File: config.mk
export PLATFORM = sky130hd
export DESIGN_NAME = modular_exponentiation
export DESIGN_NICKNAME = d
export VERILOG_FILES = /design/src/hdl/mexp_pkg.sv /design/src/hdl/mexp_dpath.sv /design/src/hdl/mexp_ctrl.sv /design/src/hdl/modular_exponentiation.sv
export VERILOG_INCLUDE_DIRS = /design/src /design/src/hdl
export SDC_FILE = /design/constraint.sdc
export NUM_CORES = 1
export LEC_CHECK = 0
export ABC_AREA = 1
export ABC_CLOCK_PERIOD_IN_PS = 15850
export BUFFER_PORTS_ARGS = -buffer_cell sky130_fd_sc_hd__buf_2
export CAP_MARGIN = 40
export CORE_MARGIN = 3
export CORE_UTILIZATION = 30
export CTS_BUF_LIST = sky130_fd_sc_hd__clkbuf_8
export DETAILED_ROUTE_END_ITERATION = 10
export SYNTH_ARGS = -nofsm -noshare
export SYNTH_HDL_FRONTEND = slang
export SYNTH_SLANG_ARGS = --single-unit
export TNS_END_PERCENT = 100
File: constraint.sdc
create_clock -name clk -period 15.85 [get_ports clk]
set_clock_uncertainty 0.1 [all_clocks]
set_input_delay 1.585 -clock clk [delete_from_list [all_inputs] [get_ports clk]]
set_output_delay 1.585 -clock clk [all_outputs]
set_load 0.02 [all_outputs]
File: src/hdl/modular_exponentiation_macros.svh
// Assertion macros for the modular exponentiation block.
// Used by modules that write concurrent checks; expects clk and rst_n in scope.
`ifndef MODULAR_EXPONENTIATION_MACROS_SVH
`define MODULAR_EXPONENTIATION_MACROS_SVH

// Consequent must hold in the same cycle as the antecedent.
`define MEXP_ASSERT_NOW(label, ante, cons) \
    label: assert property (@(posedge clk) disable iff (!rst_n) (ante) |-> (cons)) \
        else $error("%m: same-cycle check failed");

// Consequent must hold in the cycle after the antecedent.
`define MEXP_ASSERT_NEXT(label, ante, cons) \
    label: assert property (@(posedge clk) disable iff (!rst_n) (ante) |=> (cons)) \
        else $error("%m: next-cycle check failed");

`endif

File: src/hdl/mexp_pkg.sv
// Shared types for the modular exponentiation block.
// Datapath operation codes and the status bundle; no dependencies.
package mexp_pkg;

    typedef enum logic [3:0] {
        OP_NONE,
        OP_LOAD,
        OP_MUL_ACC,
        OP_MUL_SQ,
        OP_REDUCE,
        OP_STORE_BASE,
        OP_STORE_ACC,
        OP_STORE_SQ,
        OP_DONE
    } dp_op_t;

    typedef struct packed {
        logic exp_bit;
        logic red_last;
    } dp_status_t;

endpackage

File: src/hdl/mexp_dpath.sv
// Datapath of the modular exponentiation block: operand registers, multiplier,
// bit-serial restoring reducer and result register. Depends on mexp_pkg.
module mexp_dpath
    import mexp_pkg::*;
#(
    parameter int WIDTH = 16
)
(
    input  logic             clk,
    input  logic             rst_n,
    input  logic [WIDTH-1:0] base_value,
    input  logic [WIDTH-1:0] exponent,
    input  logic             modulus_we,
    input  logic [WIDTH-1:0] modulus_wdata,
    input  dp_op_t           op,
    output dp_status_t       status,
    output logic             done,
    output logic [WIDTH-1:0] power_result
);

    localparam int PW = 2 * WIDTH;
    localparam int CW = $clog2(PW);
    localparam logic [CW-1:0] CNT_LAST = CW'(PW - 1);

    logic [WIDTH-1:0] modulus_reg;
    logic [WIDTH-1:0] acc_reg;
    logic [WIDTH-1:0] base_reg;
    logic [WIDTH-1:0] exp_reg;
    logic [PW-1:0]    prod_reg;
    logic [WIDTH-1:0] rem_reg;
    logic [CW-1:0]    cnt_reg;
    logic [CW-1:0]    cnt_next;
    logic             done_reg;
    logic [WIDTH-1:0] result_reg;

    logic [WIDTH:0]   trial;
    logic [WIDTH:0]   mod_ext;
    logic [WIDTH:0]   diff;
    logic [WIDTH-1:0] rem_next;
    logic [PW-1:0]    product;

    // One restoring step: shift in the next dividend bit, subtract if it fits.
    assign trial    = {rem_reg, prod_reg[PW-1]};
    assign mod_ext  = {1'b0, modulus_reg};
    assign diff     = trial - mod_ext;
    assign rem_next = (trial >= mod_ext) ? diff[WIDTH-1:0] : trial[WIDTH-1:0];
    assign product  = PW'(acc_reg) * PW'(base_reg);
    assign cnt_next = (cnt_reg == CNT_LAST) ? '0 : cnt_reg + CW'(1);

    always_ff @(posedge clk or negedge rst_n)
    begin
        if (!rst_n)
        begin
            modulus_reg <= WIDTH'(23);
            cnt_reg     <= '0;
            done_reg    <= 1'b0;
        end
        else
        begin
            if (modulus_we)
            begin
                modulus_reg <= modulus_wdata;
            end
            done_reg <= (op == OP_DONE);
            case (op) inside
                OP_LOAD, OP_MUL_ACC, OP_MUL_SQ: cnt_reg <= '0;
                OP_REDUCE:                      cnt_reg <= cnt_next;
                default:                        cnt_reg <= cnt_reg;
            endcase
        end
    end

    always_ff @(posedge clk)
    begin
        unique case (op)
            OP_LOAD:
            begin
                prod_reg <= {{WIDTH{1'b0}}, base_value};
                rem_reg  <= '0;
                exp_reg  <= exponent;
                acc_reg  <= WIDTH'(1);
            end
            OP_MUL_ACC:
            begin
                prod_reg <= product;
                rem_reg  <= '0;
            end
            OP_MUL_SQ:
            begin
                prod_reg <= PW'(base_reg) * PW'(base_reg);
                rem_reg  <= '0;
            end
            OP_REDUCE:
            begin
                prod_reg <= {prod_reg[PW-2:0], 1'b0};
                rem_reg  <= rem_next;
            end
            OP_STORE_BASE:
            begin
                base_reg <= rem_reg;
            end
            OP_STORE_ACC:
            begin
                acc_reg <= rem_reg;
            end
            OP_STORE_SQ:
            begin
                base_reg <= rem_reg;
                exp_reg  <= {1'b0, exp_reg[WIDTH-1:1]};
            end
            OP_DONE:
            begin
                // every residue is zero for a modulus below two
                result_reg <= (modulus_reg < WIDTH'(2)) ? '0 : acc_reg;
            end
            default:
            begin
            end
        endcase
    end

    // The count only reaches its last value on the final step of a reduction.
    assign status.exp_bit  = exp_reg[0];
    assign status.red_last = (cnt_reg == CNT_LAST);
    assign done            = done_reg;
    assign power_result    = result_reg;

endmodule

File: src/hdl/mexp_ctrl.sv
// Controller of the modular exponentiation block: sequences base reduction,
// per-bit multiply and square. Depends on mexp_pkg and the assertion macros.
`include "modular_exponentiation_macros.svh"

module mexp_ctrl
    import mexp_pkg::*;
#(
    parameter int WIDTH = 16
)
(
    input  logic       clk,
    input  logic       rst_n,
    input  logic       start,
    input  dp_status_t status,
    output dp_op_t     op,
    output logic       busy
);

    localparam int BW = $clog2(WIDTH);
    localparam logic [BW-1:0] BIT_LAST = BW'(WIDTH - 1);

    typedef enum logic [9:0] {
        S_IDLE   = 10'b00_0000_0001,
        S_RBASE  = 10'b00_0000_0010,
        S_BSTORE = 10'b00_0000_0100,
        S_BIT    = 10'b00_0000_1000,
        S_MRED   = 10'b00_0001_0000,
        S_MSTORE = 10'b00_0010_0000,
        S_SQ     = 10'b00_0100_0000,
        S_SRED   = 10'b00_1000_0000,
        S_SSTORE = 10'b01_0000_0000,
        S_DONE   = 10'b10_0000_0000
    } state_t;

    state_t          state_reg;
    state_t          state_next;
    logic [BW-1:0]   bit_cnt_reg;
    logic [BW-1:0]   bit_cnt_next;

    always_comb
    begin
        state_next   = state_reg;
        bit_cnt_next = bit_cnt_reg;
        op           = OP_NONE;
        unique case (state_reg)
            S_IDLE:
            begin
                if (start)
                begin
                    op           = OP_LOAD;
                    bit_cnt_next = '0;
                    state_next   = S_RBASE;
                end
            end
            S_RBASE:
            begin
                op = OP_REDUCE;
                if (status.red_last)
                begin
                    state_next = S_BSTORE;
                end
            end
            S_BSTORE:
            begin
                op         = OP_STORE_BASE;
                state_next = S_BIT;
            end
            S_BIT:
            begin
                // skip the multiply when the exponent bit is clear
                if (status.exp_bit)
                begin
                    op         = OP_MUL_ACC;
                    state_next = S_MRED;
                end
                else
                begin
                    op         = OP_MUL_SQ;
                    state_next = S_SRED;
                end
            end
            S_MRED:
            begin
                op = OP_REDUCE;
                if (status.red_last)
                begin
                    state_next = S_MSTORE;
                end
            end
            S_MSTORE:
            begin
                op         = OP_STORE_ACC;
                state_next = S_SQ;
            end
            S_SQ:
            begin
                op         = OP_MUL_SQ;
                state_next = S_SRED;
            end
            S_SRED:
            begin
                op = OP_REDUCE;
                if (status.red_last)
                begin
                    state_next = S_SSTORE;
                end
            end
            S_SSTORE:
            begin
                op = OP_STORE_SQ;
                if (bit_cnt_reg == BIT_LAST)
                begin
                    state_next = S_DONE;
                end
                else
                begin
                    bit_cnt_next = bit_cnt_reg + BW'(1);
                    state_next   = S_BIT;
                end
            end
            S_DONE:
            begin
                op         = OP_DONE;
                state_next = S_IDLE;
            end
            default:
            begin
                state_next = S_IDLE;
            end
        endcase
    end

    always_ff @(posedge clk or negedge rst_n)
    begin
        if (!rst_n)
        begin
            state_reg   <= S_IDLE;
            bit_cnt_reg <= '0;
        end
        else
        begin
            state_reg   <= state_next;
            bit_cnt_reg <= bit_cnt_next;
        end
    end

    assign busy = (state_reg != S_IDLE);

    `MEXP_ASSERT_NEXT(a_start_reduce, start && !busy, state_reg == S_RBASE)
    `MEXP_ASSERT_NEXT(a_done_idle, state_reg == S_DONE, state_reg == S_IDLE)
    `MEXP_ASSERT_NOW(a_red_last, status.red_last,
        state_reg == S_RBASE || state_reg == S_MRED || state_reg == S_SRED)
    `MEXP_ASSERT_NEXT(a_last_bit, state_reg == S_SSTORE && bit_cnt_reg == BIT_LAST,
        state_reg == S_DONE)

endmodule

File: src/hdl/modular_exponentiation.sv
// Modular exponentiation: power_result = base_value ** exponent mod modulus,
// right-to-left square-and-multiply. A transaction is accepted when start is high
// and busy is low; the result appears on power_result for exactly one cycle with
// done high and cannot be stalled, so the receiver must take it then. A new start
// is taken in the same cycle as that strobe. The time from acceptance to done
// grows with the number of set exponent bits, as each adds a multiply and its
// reduction; it is set by the bit-serial reducer, which reduces each modular
// product one bit at a time. Write modulus only while busy is low; a modulus
// below two gives a result of zero.
// Depends on mexp_pkg, mexp_ctrl and mexp_dpath.
module modular_exponentiation
    import mexp_pkg::*;
#(
    parameter int WIDTH = 16
)
(
    input  logic             clk,
    input  logic             rst_n,
    input  logic             start,
    output logic             busy,
    input  logic [WIDTH-1:0] base_value,
    input  logic [WIDTH-1:0] exponent,
    input  logic             modulus_we,
    input  logic [WIDTH-1:0] modulus_wdata,
    output logic             done,
    output logic [WIDTH-1:0] power_result
);

    dp_op_t     op;
    dp_status_t status;

    mexp_ctrl #(
        .WIDTH (WIDTH)
    ) u_ctrl (
        .clk    (clk),
        .rst_n  (rst_n),
        .start  (start),
        .status (status),
        .op     (op),
        .busy   (busy)
    );

    mexp_dpath #(
        .WIDTH (WIDTH)
    ) u_dpath (
        .clk           (clk),
        .rst_n         (rst_n),
        .base_value    (base_value),
        .exponent      (exponent),
        .modulus_we    (modulus_we),
        .modulus_wdata (modulus_wdata),
        .op            (op),
        .status        (status),
        .done          (done),
        .power_result  (power_result)
    );

endmodule
==> flow_summary.json <==
{
  "status": "complete, no violations",
  "antenna_found_initial": 0,
  "max_freq_mhz": 157,
  "hold_class": "register to register",
  "fin_tns_setup_ns": 0,
  "min_period_ns": 6.36,
  "via_count": 19745,
  "wl_microns": 65800,
  "synth_edf_count": 112,
  "cts_tree": "built",
  "clkSinkCount": 148,
  "die_w_microns": 294,
  "antenna_left": 0,
  "synth_fa_ha_area_share_pct": 40.2,
  "syn_to_final_growth_pct": 8.24,
  "required_ns": 16.06,
  "grt_pass1_vias": 20478,
  "synth-xor-area-share_pct": 1.02,
  "final_util_pct": 33.1,
  "rsz0062_at_grt": "no",
  "synth_top_family_by_area": "adder cells",
  "grt-ovfl-total": 0,
  "grtUsageTotal_pct": 15.8,
  "syn_inst": 3297,
  "final-hold-violation-count": 0,
  "cap_violations": 0,
  "worstSetupEndpointType": "register",
  "synth_top_area_share_pct": 28.8,
  "cts_max_level": 4,
  "syn_avg_cell_area_sq_um": 7.52,
  "synth.ff_latch_count": 148,
  "synth_fp_nets": 3932,
  "final_area_sq_mm": 0.0268,
  "drive_above_1_share_pct": 5.51,
  "die_h_microns": 294,
  "io_buffers": 69,
  "reg2reg_to": "u_dpath.prod_reg[12]",
  "layout_commonest_cell": "nand2_1",
  "layout_common_cells": "nand2_1, inv_1, fa_1",
  "initial_core_util_pct": 30.5,
  "synth.area.top_cells": "fa_1, nand2_1, edfxtp_1",
  "dpl_cell_area_sq_mm": 0.0264,
  "gp_congestion": 0.907,
  "hold_buffers": 0,
  "first_pass_iters": 5,
  "die_area_sq_mm": 0.0862,
  "synth-compound-area-share_pct": 2.59,
  "ff2ff_setup_slack_ns": 9.49,
  "cts_root_buf": "clkbuf_8",
  "hold_ws_ns": 0.412,
  "first_iter_violations": 1288,
  "cts.path.max_buffers": 2,
  "crit_arrival_ns": 6.57,
  "maxSlewHeadroom_pct": 40.5,
  "period_share_pct": 40.1,
  "rr_startpoint": "u_dpath.base_reg[8]",
  "yosysSeqAreaShare_pct": 17.2,
  "grt_first_pass_wirelength_microns": 108000,
  "critPathKind": "register to register",
  "core_area_sq_mm": 0.0812,
  "largest_register_ffs": 32,
  "post_cts_buffers": 0,
  "grt_max_degree": 38,
  "ys_types": 47,
  "critPathMaxFanout": 33,
  "wl_per_cell_microns": 15.0,
  "antenna_cells": 0,
  "yosysWarnings": 0,
  "ctsResizeCount": 0,
  "clk_transition_reported_paths_ns": 0.10,
  "slew_violations": 0,
  "final-setup-viol-count": 0,
  "cts-buffers-inserted": 17,
  "worst_hold_startpoint": "u_dpath.rem_reg[14]",
  "synth-simple-area-share_pct": 23.5,
  "synth_top_cell_by_area": "fa_1",
  "min_to": "u_dpath.base_reg[14]",
  "drc": 0,
  "post-dp-hpwl_microns": 52200,
  "async_reset_ff_share_pct": 24.3,
  "clock_latency_ns": 0.57,
  "layout.nets": 3946,
  "worstRegToRegCells": 23,
  "worstHoldPathCells": 0,
  "ioPinCount": 70,
  "avgViaCountPerCell": 4.50,
  "synthMuxAreaShare_pct": 0.0454,
  "yosys_most_used_dff": "edfxtp_1",
  "rows": 104,
  "start_kind": "register",
  "syn_area_sq_mm": 0.0248,
  "worst_pin_slew_ns": 0.893
}
layout make-up:
class,instances,area (sq um)
Clock buffer,17,234
Clock inverter,15,194
Fill cell,8789,54400
Inverter,894,3360
Multi-Input combinational cell,2147,16700
Sequential cell,148,4270
Tap cell,1060,1330
Timing Repair Buffer,103,729
how the worst max path moves through the flow:
stage               cells after the start  slack [ns]              endpoint                start
floorplan                              23       10.18  u_dpath.prod_reg[12]  u_dpath.base_reg[8]
global placement                       23        9.45  u_dpath.prod_reg[31]   u_dpath.acc_reg[7]
detailed placement                     23        9.48  u_dpath.prod_reg[12]  u_dpath.base_reg[8]
CTS                                    23        9.52  u_dpath.prod_reg[12]  u_dpath.base_reg[8]
global route                           23        9.20  u_dpath.prod_reg[22]  u_dpath.base_reg[5]
finish                                 23        9.49  u_dpath.prod_reg[12]  u_dpath.base_reg[8]
routing by layer:
metal  global-route usage (%)  vias up  part of all wire [%]
li1                         -     9725                     -
met1                     21.2     9546                    46
met2                     26.9      391                    48
met3                     2.31       83                   4.2
met4                     4.09        0                   2.1
met5                        0        -                     0
logic make-up (layout without fill, tap and decap cells):
family,count (synthesis),count (layout)
AND/OR/NAND/NOR,1417,1417
buffers and inverters,1002,1029
adder cells (fa/ha/maj),583,583
flip-flops,148,148
AO/OA/AOI/OAI,117,117
XOR/XNOR,29,29
multiplexers,1,1
per-stage QoR:
step,worst slack (ns),cells
after CTS,9.52,4384
after detailed placement,9.48,4352
after global placement,9.45,4344
after floorplan,10.18,3297
after global routing,9.20,4384
final,9.49,4384
cell usage after synthesis, types with 16 or more instances:
master	number
dfrtp_1	31
o21ai_0	32
nand2_1	991
clkbuf_1	85
fa_1	357
nand3b_1	16
ha_1	226
nand4_1	38
inv_1	889
xor2_1	21
edfxtp_1	112
nand3_1	153
or2_2	23
nor2_1	159
a21oi_1	59
worst max-delay path, cell delays in order (launching register included):
cell and delay [ns]:
edfxtp_1 0.37, buf_4 0.30, nand2_1 0.19, inv_1 0.07, fa_1 0.53, inv_1 0.06
fa_1 0.54, inv_1 0.06, fa_1 0.50, inv_1 0.06, fa_1 0.53, inv_1 0.05
fa_1 0.48, inv_1 0.05, fa_1 0.48, inv_1 0.05, ha_1 0.34, nand2_1 0.19
inv_1 0.08, a21oi_1 0.26, nand3_1 0.24, or2_2 0.33, nand3_1 0.12, nand4_1 0.09
Power is not shown: default switching activity piles up to over one toggle a cycle in this logic, so the estimate is an artifact.
